### config.mk
export PLATFORM = sky130hd
export DESIGN_NAME = cat_command_responder
export DESIGN_NICKNAME = d
export VERILOG_FILES = /design/src/rtl/ccr_pkg.sv /design/src/rtl/cat_command_responder.sv
export SDC_FILE = /design/constraint.sdc
export NUM_CORES = 1
export LEC_CHECK = 0
export BUFFER_PORTS_ARGS = -buffer_cell sky130_fd_sc_hd__buf_2
export CORE_UTILIZATION = 35
export CTS_CLUSTER_SIZE = 8
export DETAILED_ROUTE_END_ITERATION = 7
export PLACE_DENSITY = 0.49
export SLEW_MARGIN = 20
export SYNTH_ARGS = -nofsm -noshare
export SYNTH_HDL_FRONTEND = slang
export SYNTH_SLANG_ARGS = --single-unit
### constraint.sdc
create_clock -name clk -period 8.55 [get_ports clk]
set_input_delay 0.855 -clock clk [delete_from_list [all_inputs] [get_ports clk]]
set_output_delay 0.855 -clock clk [all_outputs]
set_load 0.05 [all_outputs]
### src/rtl/ccr_pkg.sv
// Package: shared constants and types for the command responder
`timescale 1ns / 1ps
package ccr_pkg;
    localparam int unsigned FREQ_W   = 30;
    localparam logic [29:0] FREQ_MAX = 30'd999999990;
    localparam logic [15:0] TIMEOUT_RST = 16'd500;
    localparam logic [9:0]  TONE_RST    = 10'd600;
    localparam logic [8:0]  DOT_RST     = 9'd100;
    localparam logic [7:0]  DELAY_RST   = 8'd60;

    localparam logic [1:0] CFG_TIMEOUT = 2'd0;
    localparam logic [1:0] CFG_TONE    = 2'd1;
    localparam logic [1:0] CFG_DOT     = 2'd2;
    localparam logic [1:0] CFG_DELAY   = 2'd3;

    localparam logic [7:0] OP_SET_FREQ  = 8'h01;
    localparam logic [7:0] OP_SPLIT_ON  = 8'h02;
    localparam logic [7:0] OP_READ_FREQ = 8'h03;
    localparam logic [7:0] OP_MODE      = 8'h07;
    localparam logic [7:0] OP_PTT_ON    = 8'h08;
    localparam logic [7:0] OP_SWAP      = 8'h81;
    localparam logic [7:0] OP_SPLIT_OFF = 8'h82;
    localparam logic [7:0] OP_PTT_OFF   = 8'h88;
    localparam logic [7:0] OP_SETTINGS  = 8'hBB;
    localparam logic [7:0] OP_RX_STAT   = 8'hE7;
    localparam logic [7:0] OP_TX_STAT   = 8'hF7;

    // weight of BCD digit i (most significant first), tens of Hz units in Hz
    function automatic logic [26:0] digit_weight(input logic [2:0] i);
        logic [26:0] w;
        case (i)
            3'd0: w = 27'd100000000;
            3'd1: w = 27'd10000000;
            3'd2: w = 27'd1000000;
            3'd3: w = 27'd100000;
            3'd4: w = 27'd10000;
            3'd5: w = 27'd1000;
            3'd6: w = 27'd100;
            default: w = 27'd10;
        endcase
        return w;
    endfunction
endpackage

### src/rtl/cat_command_responder.sv
// Top level: frame assembly, command sequencer and shared arithmetic unit
`timescale 1ns / 1ps
// Command responder for a five-byte serial control protocol.
// Input channel (valid/ready): command 0 carries a received byte in rx_byte,
// command 1 is a millisecond tick. Four operand bytes and an opcode byte
// form a frame; a partial frame idle past timeout_ms ticks is dropped.
// Output channel (valid/ready): one transaction per response byte, last_byte
// set on the final one, with the radio state after the command alongside.
// Configuration: cfg_we/cfg_index/cfg_data, to be written only while idle;
// the block does not enforce it. Ticks and operand bytes are taken in the
// idle state; after an opcode the shared unit runs: frequency set takes 8
// multiply-add steps, frequency read up to 9 subtractions plus a store per
// digit over 8 digits, then a units-digit store and packing, the tone read
// subtracts 300 then 50 repeatedly, the speed read up to 1200 subtractions
// at a dot length of 1; other opcodes need no arithmetic. Each response
// byte needs one output transaction; a stalled receiver holds the block.
// Reset clears radio state and frame counter; config registers take their
// documented defaults. No item is accepted while a response is pending.
module cat_command_responder
    import ccr_pkg::*;
(
    input  logic        clk,
    input  logic        rst_n,
    input  logic        in_valid,
    output logic        in_ready,
    input  logic        command,
    input  logic [7:0]  rx_byte,
    output logic        out_valid,
    input  logic        out_ready,
    output logic [7:0]  resp_byte,
    output logic        last_byte,
    output logic        tx_active,
    output logic        usb_mode,
    output logic        split_on,
    output logic [29:0] tuned_freq,
    input  logic        cfg_we,
    input  logic [1:0]  cfg_index,
    input  logic [15:0] cfg_data
);
    typedef enum logic [2:0] {S_IDLE, S_BCD, S_DIG, S_DIV, S_SEND} state_t;

    state_t      state_reg;
    logic [15:0] timeout_reg;
    logic [9:0]  tone_reg;
    logic [8:0]  dot_reg;
    logic [7:0]  delay_reg;
    logic [7:0]  fs_reg [4];
    logic [2:0]  cnt_reg;
    logic [15:0] idle_reg;
    logic [29:0] act_reg, oth_reg;
    logic        vfob_reg, usb_reg, split_reg, tx_reg;
    logic [7:0]  r_reg [5];
    logic [2:0]  nres_reg, k_reg;
    logic [3:0]  step_reg;
    logic [3:0]  dig_reg;
    logic [33:0] acc_reg;
    logic [10:0] quo_reg;
    logic [3:0]  d_reg [9];

    // shared unit: multiply or subtract a digit weight and compare
    logic [26:0] wt;
    logic [33:0] diff;
    logic        ge;
    logic [3:0]  nib;
    assign wt   = digit_weight((state_reg == S_DIG) ? dig_reg[2:0] : step_reg[2:0]);
    assign diff = acc_reg - {7'd0, wt};
    assign ge   = acc_reg >= {7'd0, wt};
    assign nib  = step_reg[0] ? fs_reg[step_reg[2:1]][3:0] : fs_reg[step_reg[2:1]][7:4];
    logic [30:0] prod;
    assign prod = {27'd0, nib} * {4'd0, wt};

    assign in_ready   = (state_reg == S_IDLE);
    assign out_valid  = (state_reg == S_SEND);
    assign resp_byte  = r_reg[k_reg];
    assign last_byte  = (k_reg == nres_reg - 3'd1);
    assign tx_active  = tx_reg;
    assign usb_mode   = usb_reg;
    assign split_on   = split_reg;
    assign tuned_freq = act_reg;

    // settings-memory read table
    function automatic logic [15:0] settings(input logic [7:0] hi, input logic [7:0] lo);
        logic [15:0] v;
        v = 16'h0000;
        case (lo)
            8'h45: v = (hi == 8'h03) ? 16'h00D0 : 16'h0000;
            8'h47: v = (hi == 8'h03) ? 16'hDCE0 : 16'h0000;
            8'h55: v = {7'b1000000, vfob_reg, 8'h00};
            8'h57: v = 16'hC040;
            8'h5C: v = 16'hB242;
            8'h5E: v = 16'h0025;
            8'h61: v = 16'h2808;
            8'h5F: v = 16'h3208;
            8'h60: v = {delay_reg, 8'h32};
            8'h62: v = 16'h00B2;
            8'h63: v = 16'hB2A5;
            8'h67: v = 16'hB2B2;
            8'h69, 8'h78: v = {usb_reg ? 8'h20 : 8'h00, 8'h00};
            8'h7A: v = {split_reg ? 8'hFF : 8'h7F, 8'h00};
            8'hB3: v = 16'h004D;
            default: v = 16'h0000;
        endcase
        return v;
    endfunction

    always_ff @(posedge clk or negedge rst_n)
    begin
        if (!rst_n)
        begin
            state_reg   <= S_IDLE;
            timeout_reg <= TIMEOUT_RST;
            tone_reg    <= TONE_RST;
            dot_reg     <= DOT_RST;
            delay_reg   <= DELAY_RST;
            cnt_reg     <= 3'd0;
            idle_reg    <= 16'd0;
            act_reg     <= 30'd0;
            oth_reg     <= 30'd0;
            vfob_reg    <= 1'b0;
            usb_reg     <= 1'b0;
            split_reg   <= 1'b0;
            tx_reg      <= 1'b0;
            k_reg       <= 3'd0;
            nres_reg    <= 3'd0;
        end
        else
        begin
            if (cfg_we)
            begin
                unique case (cfg_index)
                    CFG_TIMEOUT: timeout_reg <= cfg_data;
                    CFG_TONE:    tone_reg    <= cfg_data[9:0];
                    CFG_DOT:     dot_reg     <= cfg_data[8:0];
                    CFG_DELAY:   delay_reg   <= cfg_data[7:0];
                    default: ;
                endcase
            end
            unique case (state_reg)
                S_IDLE:
                begin
                    if (in_valid)
                    begin
                        k_reg <= 3'd0;
                        if (command)
                        begin
                            if (cnt_reg != 3'd0)
                            begin
                                if (idle_reg >= timeout_reg)
                                begin
                                    cnt_reg  <= 3'd0;
                                    idle_reg <= 16'd0;
                                end
                                else
                                    idle_reg <= idle_reg + 16'd1;
                            end
                        end
                        else
                        begin
                            idle_reg <= 16'd0;
                            if (cnt_reg < 3'd4)
                            begin
                                fs_reg[cnt_reg[1:0]] <= rx_byte;
                                cnt_reg <= cnt_reg + 3'd1;
                            end
                            else
                            begin
                                cnt_reg  <= 3'd0;
                                r_reg[0] <= 8'h00;
                                nres_reg <= 3'd1;
                                state_reg <= S_SEND;
                                step_reg <= 4'd0;
                                acc_reg  <= 34'd0;
                                case (rx_byte)
                                    OP_SET_FREQ: state_reg <= S_BCD;
                                    OP_SPLIT_ON:
                                    begin
                                        split_reg <= 1'b1;
                                        state_reg <= S_IDLE;
                                    end
                                    OP_SPLIT_OFF:
                                    begin
                                        split_reg <= 1'b0;
                                        state_reg <= S_IDLE;
                                    end
                                    OP_READ_FREQ:
                                    begin
                                        acc_reg  <= {4'd0, act_reg};
                                        dig_reg  <= 4'd0;
                                        state_reg <= S_DIG;
                                    end
                                    OP_MODE: usb_reg <= !(fs_reg[0] == 8'h00 ||
                                                          fs_reg[0] == 8'h03);
                                    OP_PTT_ON:
                                    begin
                                        if (tx_reg) r_reg[0] <= 8'hF0;
                                        tx_reg <= 1'b1;
                                    end
                                    OP_PTT_OFF: tx_reg <= 1'b0;
                                    OP_SWAP:
                                    begin
                                        act_reg  <= oth_reg;
                                        oth_reg  <= act_reg;
                                        vfob_reg <= !vfob_reg;
                                    end
                                    OP_SETTINGS:
                                    begin
                                        nres_reg <= 3'd2;
                                        {r_reg[0], r_reg[1]} <= settings(fs_reg[0], fs_reg[1]);
                                        if (fs_reg[1] == 8'h5E)
                                        begin
                                            acc_reg  <= {24'd0, tone_reg};
                                            quo_reg  <= 11'd0;
                                            dig_reg  <= 4'd0;
                                            state_reg <= S_DIV;
                                        end
                                        else if (fs_reg[1] == 8'h62)
                                        begin
                                            acc_reg  <= 34'd1200;
                                            quo_reg  <= 11'd0;
                                            dig_reg  <= 4'd1;
                                            state_reg <= S_DIV;
                                        end
                                    end
                                    OP_RX_STAT: r_reg[0] <= 8'h09;
                                    OP_TX_STAT: r_reg[0] <= {!tx_reg, 1'b0, split_reg,
                                                             5'b01000};
                                    default: r_reg[0] <= 8'h00;
                                endcase
                            end
                        end
                    end
                end
                // multiply-accumulate one BCD nibble per cycle
                S_BCD:
                begin
                    acc_reg  <= acc_reg + {3'd0, prod};
                    step_reg <= step_reg + 4'd1;
                    if (step_reg == 4'd7)
                    begin
                        act_reg <= ((acc_reg + {3'd0, prod}) > {4'd0, FREQ_MAX}) ?
                                   FREQ_MAX : acc_reg[29:0] + prod[29:0];
                        state_reg <= S_SEND;
                    end
                end
                // digit extraction: subtract 10^(8-dig) repeatedly
                S_DIG:
                begin
                    if (dig_reg == 4'd9)
                    begin
                        r_reg[3] <= {d_reg[2], d_reg[1]};
                        r_reg[2] <= {d_reg[4], d_reg[3]};
                        r_reg[1] <= {d_reg[6], d_reg[5]};
                        r_reg[0] <= {d_reg[8], d_reg[7]};
                        r_reg[4] <= {7'd0, usb_reg};
                        nres_reg <= 3'd5;
                        state_reg <= S_SEND;
                    end
                    else if (dig_reg == 4'd8)
                    begin
                        d_reg[0] <= acc_reg[3:0];
                        dig_reg  <= 4'd9;
                    end
                    else
                    begin
                        if (ge && step_reg != 4'd9)
                        begin
                            acc_reg  <= diff;
                            step_reg <= step_reg + 4'd1;
                        end
                        else
                        begin
                            d_reg[4'd8 - dig_reg] <= step_reg;
                            step_reg <= 4'd0;
                            dig_reg  <= dig_reg + 4'd1;
                        end
                    end
                end
                // repeated subtraction divider: tone less 300 by 50, or 1200 by dot
                S_DIV:
                begin
                    if (dig_reg == 4'd0)
                    begin
                        if (acc_reg[10:0] < 11'd300)
                        begin
                            r_reg[0] <= 8'd0;
                            state_reg <= S_SEND;
                        end
                        else
                        begin
                            acc_reg <= acc_reg - 34'd300;
                            dig_reg <= 4'd2;
                        end
                    end
                    else
                    begin
                        logic [10:0] dv;
                        dv = (dig_reg == 4'd2) ? 11'd50 : {2'd0, dot_reg};
                        if (dig_reg == 4'd1 && dot_reg == 9'd0)
                        begin
                            r_reg[0] <= 8'hFF;
                            state_reg <= S_SEND;
                        end
                        else if (acc_reg[10:0] >= dv)
                        begin
                            acc_reg <= acc_reg - {23'd0, dv};
                            quo_reg <= quo_reg + 11'd1;
                        end
                        else
                        begin
                            if (dig_reg == 4'd2)
                                r_reg[0] <= quo_reg[7:0];
                            else if (quo_reg < 11'd4)
                                r_reg[0] <= 8'd0;
                            else if (quo_reg > 11'd259)
                                r_reg[0] <= 8'hFF;
                            else
                                r_reg[0] <= 8'(quo_reg - 11'd4);
                            state_reg <= S_SEND;
                        end
                    end
                end
                S_SEND:
                begin
                    if (out_ready)
                    begin
                        k_reg <= k_reg + 3'd1;
                        if (last_byte)
                            state_reg <= S_IDLE;
                    end
                end
                default: state_reg <= S_IDLE;
            endcase
        end
    end

    a_no_overlap: assert property (@(posedge clk) disable iff (!rst_n)
        !(in_ready && out_valid)) else $error("input taken during response");
    a_k_bound: assert property (@(posedge clk) disable iff (!rst_n)
        out_valid |-> (k_reg < nres_reg)) else $error("response index overrun");
    a_last_idle: assert property (@(posedge clk) disable iff (!rst_n)
        (out_valid && out_ready && last_byte) |=> in_ready)
        else $error("no return to idle after last byte");
    a_cnt: assert property (@(posedge clk) disable iff (!rst_n)
        cnt_reg <= 3'd4) else $error("frame count overrun");
endmodule
-- Word-level counts from Yosys, hierarchy flattened
Memory sizes are Yosys's and may differ from the RTL's. A register that Yosys moved wholly into a read port is not among the register bits.
Cells that the tools add are included.
- bits in registers: 221
- memory bits (writable): 68
- bits of input ports: 32
- output and inout port bits: 44
- logic and storage cells: 307
- memories kept: 2
- add/subtract/negate cells: 14
- $mul: 1
- magnitude comparators: 9
- equality and inequality tests: 76
- mux-type cells: 129
- bitwise gates (word level): 3
- reduce and logical (&&, ||, !) cells: 49
- memories (name ; depth ; bits a word ; read ports ; clocked after memory_dff ; write ports ; RTL line ; RTL):
    d_reg ; 9 ; 4 ; 8 ; 0 ; 1 ; cat_command_responder.sv:58 ; logic [3:0] d_reg [9];
    fs_reg ; 4 ; 8 ; 3 ; 1 ; 1 ; cat_command_responder.sv:47 ; logic [7:0] fs_reg [4];
- operator list (cell ; number):
    $mux 34 ; 10
    $pmux 16 s15 ; 1
    $pmux 27 s7 ; 1
    $mux 30 ; 6
    $pmux 34 s4 ; 1
    $mux 11 ; 11
    $eq 8x7->1 const B ; 15
    $pmux 30 s2 ; 2
    $mux 16 ; 7
    $mux 8 ; 13
    $mux 4 ; 19
    $mux 3 ; 24
    $eq 8x8->1 const B ; 7
    $mux 40 ; 1
    $add 34x31->34 ; 1
    $ge 34x27->1 ; 1
    $gt 34x30->1 const B ; 1
    $sub 34x27->34 ; 1
    $sub 34x9->34 ; 1
    $sub 34x9->34 const B ; 1
    $pmux 8 s4 ; 1
    $mul 4x27->31 ; 1
    $add 30x30->30 ; 1
    $reduce_and 5->1 ; 5
    other kinds (71) ; 149

-- Depth between registers and ports, before layout
- word-level depth: 14
- depth in mapped cells: 38

-- Least setup slack after synthesis
OpenSTA, ideal clock, no wires.
- kind: reg-to-reg
- start: register state_reg[0]
- end: register act_reg[12] (netlist: tuned_freq[12])
- setup time: 0.120 ns
- data arrival time: 7.798 ns
- data required time: 8.430 ns
- setup slack: 0.632 ns
- stages on the path, launching flop included: 35
- buffers on the path: 4
- period minus slack after synthesis: 7.918 ns
- cell sequence: dfrtp_1 clkbuf_1 clkinv_1 nand2_1 nand2_1 nand2_1 clkbuf_1 nand3_1 or2_2 fa_1 fa_1 fa_1 nand2b_1 a21boi_0 o21ai_0 a21oi_1 o211ai_1 a31oi_1 o21ai_0 a21boi_0 nor4_1 a311o_1 ha_1 clkbuf_1 nand2_1 nor3_1 nand3_1 a211oi_1 nor2_1 xnor2_1 nand4b_1 a2111o_1 a31o_2 buf_2 a31o_2
- cells in the longest elaborated chain, start to end: 10
- RTL lines (what ; RTL line ; RTL):
    start, declared ; cat_command_responder.sv:42 ; state_t state_reg;
    start signal, assigned ; cat_command_responder.sv:110 ; state_reg <= S_IDLE;
    start signal, assigned ; cat_command_responder.sv:170 ; state_reg <= S_SEND;
    start signal, assigned ; cat_command_responder.sv:174 ; OP_SET_FREQ: state_reg <= S_BCD;
    $eq 3x2->1 ; cat_command_responder.sv:65 ; assign wt = digit_weight((state_reg == S_DIG) ? dig_reg[2:0] : step_reg[2:0]);
    $mux 3 ; cat_command_responder.sv:65 ;
    $eq 3x3->1 (tied with other cells) ; ccr_pkg.sv:31 ; case (i)
    $pmux 27 s7 ; ccr_pkg.sv:31 ;
    $mul 4x27->31 ; cat_command_responder.sv:70 ; assign prod = {27'd0, nib} * {4'd0, wt};
    $add 34x31->34 ; cat_command_responder.sv:240 ; act_reg <= ((acc_reg + {3'd0, prod}) > {4'd0, FREQ_MAX}) ?
    $gt 34x30->1 ; cat_command_responder.sv:240 ;
    $mux 30 ; cat_command_responder.sv:240 ;
    $mux 30 ; cat_command_responder.sv:238 ; if (step_reg == 4'd7)
    $pmux 30 s2 ; cat_command_responder.sv:138 ; unique case (state_reg)
    end signal, assigned ; cat_command_responder.sv:201 ; act_reg <= oth_reg;
    end signal, assigned ; cat_command_responder.sv:240 ;
    end, declared ; cat_command_responder.sv:50 ; logic [29:0] act_reg, oth_reg;
Parallel ways exist; a longest one is shown, timed or not. The select of a mux whose other input is x is not followed.
A chain may end at the register's enable or synchronous reset.

==> out/qor.yml <==
outcome:
  status: "complete, no violations"
cts:
  cts-root-buf: "clkbuf_16"
  clk-insertion-delay-late_ns: 0.60
  cts_buffers: 43
  cts_tree: "built"
  clk_pin_slew_worst_paths_ns: 0.05
  htreeDepth: 2
  cts_sinks: 287
  clock_path_buffers: 3
floorplanning:
  die_w_um: 252
  initial_core_util_pct: 35.4
  die_h_um: 252
  die-area_sq_mm: 0.0635
  row_count: 91
  ios: 76
  core_area_sq_mm: 0.0617
synthesis:
  seq_area_frac_synth_pct: 36.3
  synthesis.nets: 2614
  synth_cell_types: 89
  syn_area_sq_mm: 0.0219
  synthCells: 2402
  synth_area_leader_cell: "edfxtp_1"
  ys_ff_latch: 287
  yosys-top-cells-area: "edfxtp_1, dfrtp_1, ha_1, nor2_1, nand2_1"
  synth_top_family_by_area: "simple AND/OR/NAND/NOR gates"
  synthMuxAreaShare_pct: 5.54
  syn_avg_cell_area_sq_um: 9.10
  synth_compound_area_share_pct: 18.1
  synth_fa_ha_area_share_pct: 12.0
  yosysWarnings: 0
  yosys.area.top_type_share_pct: 20.6
  synthXorXnorAreaFrac_pct: 4.93
  synthArstFlopShare_pct: 47.0
  synth_enable_flop_cells: 150
  synth_flop_cell: "edfxtp_1"
  yosys.area_share.simple_pct: 18.7
timing:
  fin_tns_setup_ns: 0
  hold_viol: 0
  fmax_mhz: 125
  worst_pin_slew_ns: 1.09
  setup_viol: 0
  period_needed_ns: 8.02
  finClkSkew_ns: 0.0412
  slew_headroom_pct: 27.0
  rsz0062_at_grt: "false"
  slew_viol_final: 0
  period_share_pct: 93.8
grt:
  antenna_found_initial: 0
  grt_pass1_wl_um: 114000
  grt_max_degree: 61
  grt_overflow: 0
  grt_usage_pct: 23.6
  grt_pass1_vias: 18577
worst_setup_path:
  endpoint: "tuned_freq[0]$_DFFE_PN0P_"
  reg2reg_to: "tuned_freq[0]$_DFFE_PN0P_"
  r2r.worst_path.cells: 29
  cp-start-kind: "register"
  cp_slowest_cell: "fa_1"
  cp-end-kind: "register"
  critPathLaunch: "fs_reg[1][2]$_DFFE_PP_"
  crit_required_ns: 9.01
  crit_top_cell: "o21ai_0"
  reg2reg_slack_ns: 0.53
  crit_type: "register to register"
  worstPathMaxFanout: 20
  r2r_start: "fs_reg[1][2]$_DFFE_PP_"
  critPathArrivalTime_ns: 8.48
  slowest_delay_ns: 0.53
placement:
  io_buffer_count: 75
  post-dp-hpwl_um: 57800
  gp_congestion: 0.924
  dp_cells: 3272
  placed_area_sq_mm: 0.0234
drt:
  ant_nets: 0
  wl_per_cell_um: 22.4
  dr.pass1.iters: 6
  via_count: 19075
  drc: 0
  drtIter0Drc: 1593
  viasPerCell: 5.68
  drt_wl_total_um: 75100
power_and_ir_drop:
  vdd_drop_max_v: 0.000223
  p_per_area_mw_per_mm2: 367
  p_leak_uw: 0.0102
final_layout:
  antenna_cells: 0
  largest_register_ff_count: 34
  area_delta_synth_final_pct: 13.4
  fin_cells: 3356
  final_area_sq_mm: 0.0248
  drive_gt1_share_pct: 13.5
  layout.nets: 2698
  nFillCells: 6189
hold_path:
  hp-class: "input pin to async pin"
job:
  cap_violations: 0
-- worst min path at each step --
stage | end | start
final | oth_reg[28]$_DFFE_PN0P_ | rst_n
after global routing | oth_reg[20]$_DFFE_PN0P_ | rst_n
after CTS | oth_reg[20]$_DFFE_PN0P_ | rst_n
after detailed placement | r_reg[22]$_DFFE_PP_ | d_reg[4][2]$_DFFE_PP_
after global placement | r_reg[13]$_DFFE_PP_ | d_reg[2][1]$_DFFE_PP_
after floorplan | r_reg[10]$_DFFE_PP_ | d_reg[1][2]$_DFFE_PP_
-- logic make-up (layout without fill, tap and decap cells) --
family                   Yosys count  count (layout)
AO/OA/AOI/OAI                    613             613
XOR/XNOR                         123             123
adder cells (fa/ha/maj)          183             183
buffers and inverters            255             372
flip-flops                       287             287
AND/OR/NAND/NOR                  849             849
multiplexers                      92              92
-- layout make-up --
type,count,area [sq um],area share (%)
clock inverters,5,106,0.429
multi-input cells,1860,13000,52.5
repair buffers,139,870,3.51
clock buffers,73,1220,4.92
flip-flops and latches,287,7950,32.1
well taps,837,1050,4.23
inverters,155,582,2.35
-- cells in the final DEF (no fill, tap or decap), drive strengths merged, types with 15 or more instances in the layout --
cell type,count
xnor2,72
inv,155
nand3,61
a21o,48
nand2,243
o211ai,21
xor2,51
o21ai,143
buf,139
nor2b,35
nand2b,36
dfrtp,118
mux2,66
a211oi,24
edfxtp,150
o31ai,17
a31oi,37
a221oi,15
mux4,16
fa,44
a21oi,160
nor2,252
nor4,20
or3,17
o22ai,18
and3,26
nor3,54
dfstp,17
nand4,19
clkbuf,73
ha,136
-- metrics by stage --
stage,power [uW],setup WS (ns),hold slack [ns],util [%]
after floorplan,5410,0.632,0.400,-
after global placement,7220,0.234,0.401,37.8
after detailed placement,7240,0.0495,0.405,37.9
after CTS,8960,0.149,0.264,40.0
after global routing,9620,0.0612,0.279,40.2
final,9090,0.529,0.233,40.2
-- metal layers --
metal | vias to the layer above | part of all wire [%] | track usage, %
met2 | 756 | 43 | 35.7
met3 | 116 | 7.7 | 4.39
met1 | 9308 | 46 | 34.1
li1 | 8895 | - | -
met4 | 0 | 2.6 | 6.77
met5 | - | 0 | 0
-- timing repair --
item | in CTS | in global routing
pin swaps | 0 | 2
hold buffers | 0 | 0
resized for setup | 1 | 12
setup buffers | 0 | 6
endpoints found under the hold margin | 0 | 0
setup endpoints to repair | 1 | 30
-- power by group --
part	total, uW	leakage (uW)	internal [uW]	switching, uW
Combinational	5600	0.00651	1940	3660
Clock	1680	0.000633	1000	675
Sequential	1810	0.00306	1610	201
-- worst max-delay path: cells and delay by family (launching register included) --
kind / cells / cell delay [ns]
compound gates: 15 / 3.66
fa+ha+maj: 4 / 1.76
buf+inv: 3 / 0.34
flops: 1 / 0.51
mux: 3 / 1.01
simple gates: 4 / 0.61
-- cells in the mapped netlist, drive strengths merged, types with 10 or more instances --
library cell	number
nand2	243
o31ai	17
a211oi	24
o211ai	21
fa	44
dfrtp	118
nor3b	11
nand4	19
o22ai	18
a31oi	37
or2	12
nor3	54
buf	14
ha	136
and3	26
inv	152
and2	14
nor2b	35
edfxtp	150
xor2	51
o21a	13
nand3	61
dfstp	17
clkbuf	86
a221oi	15
a22o	12
a21oi	160
o21ai	143
mux2i	10
mux2	66
o21bai	14
nand3b	10
mux4	16
a21o	48
a31o	11
nor4b	11
nor2	252
xnor2	72
or3	17
nor4	20
nand2b	36
Power figures use the tool's default switching activity.
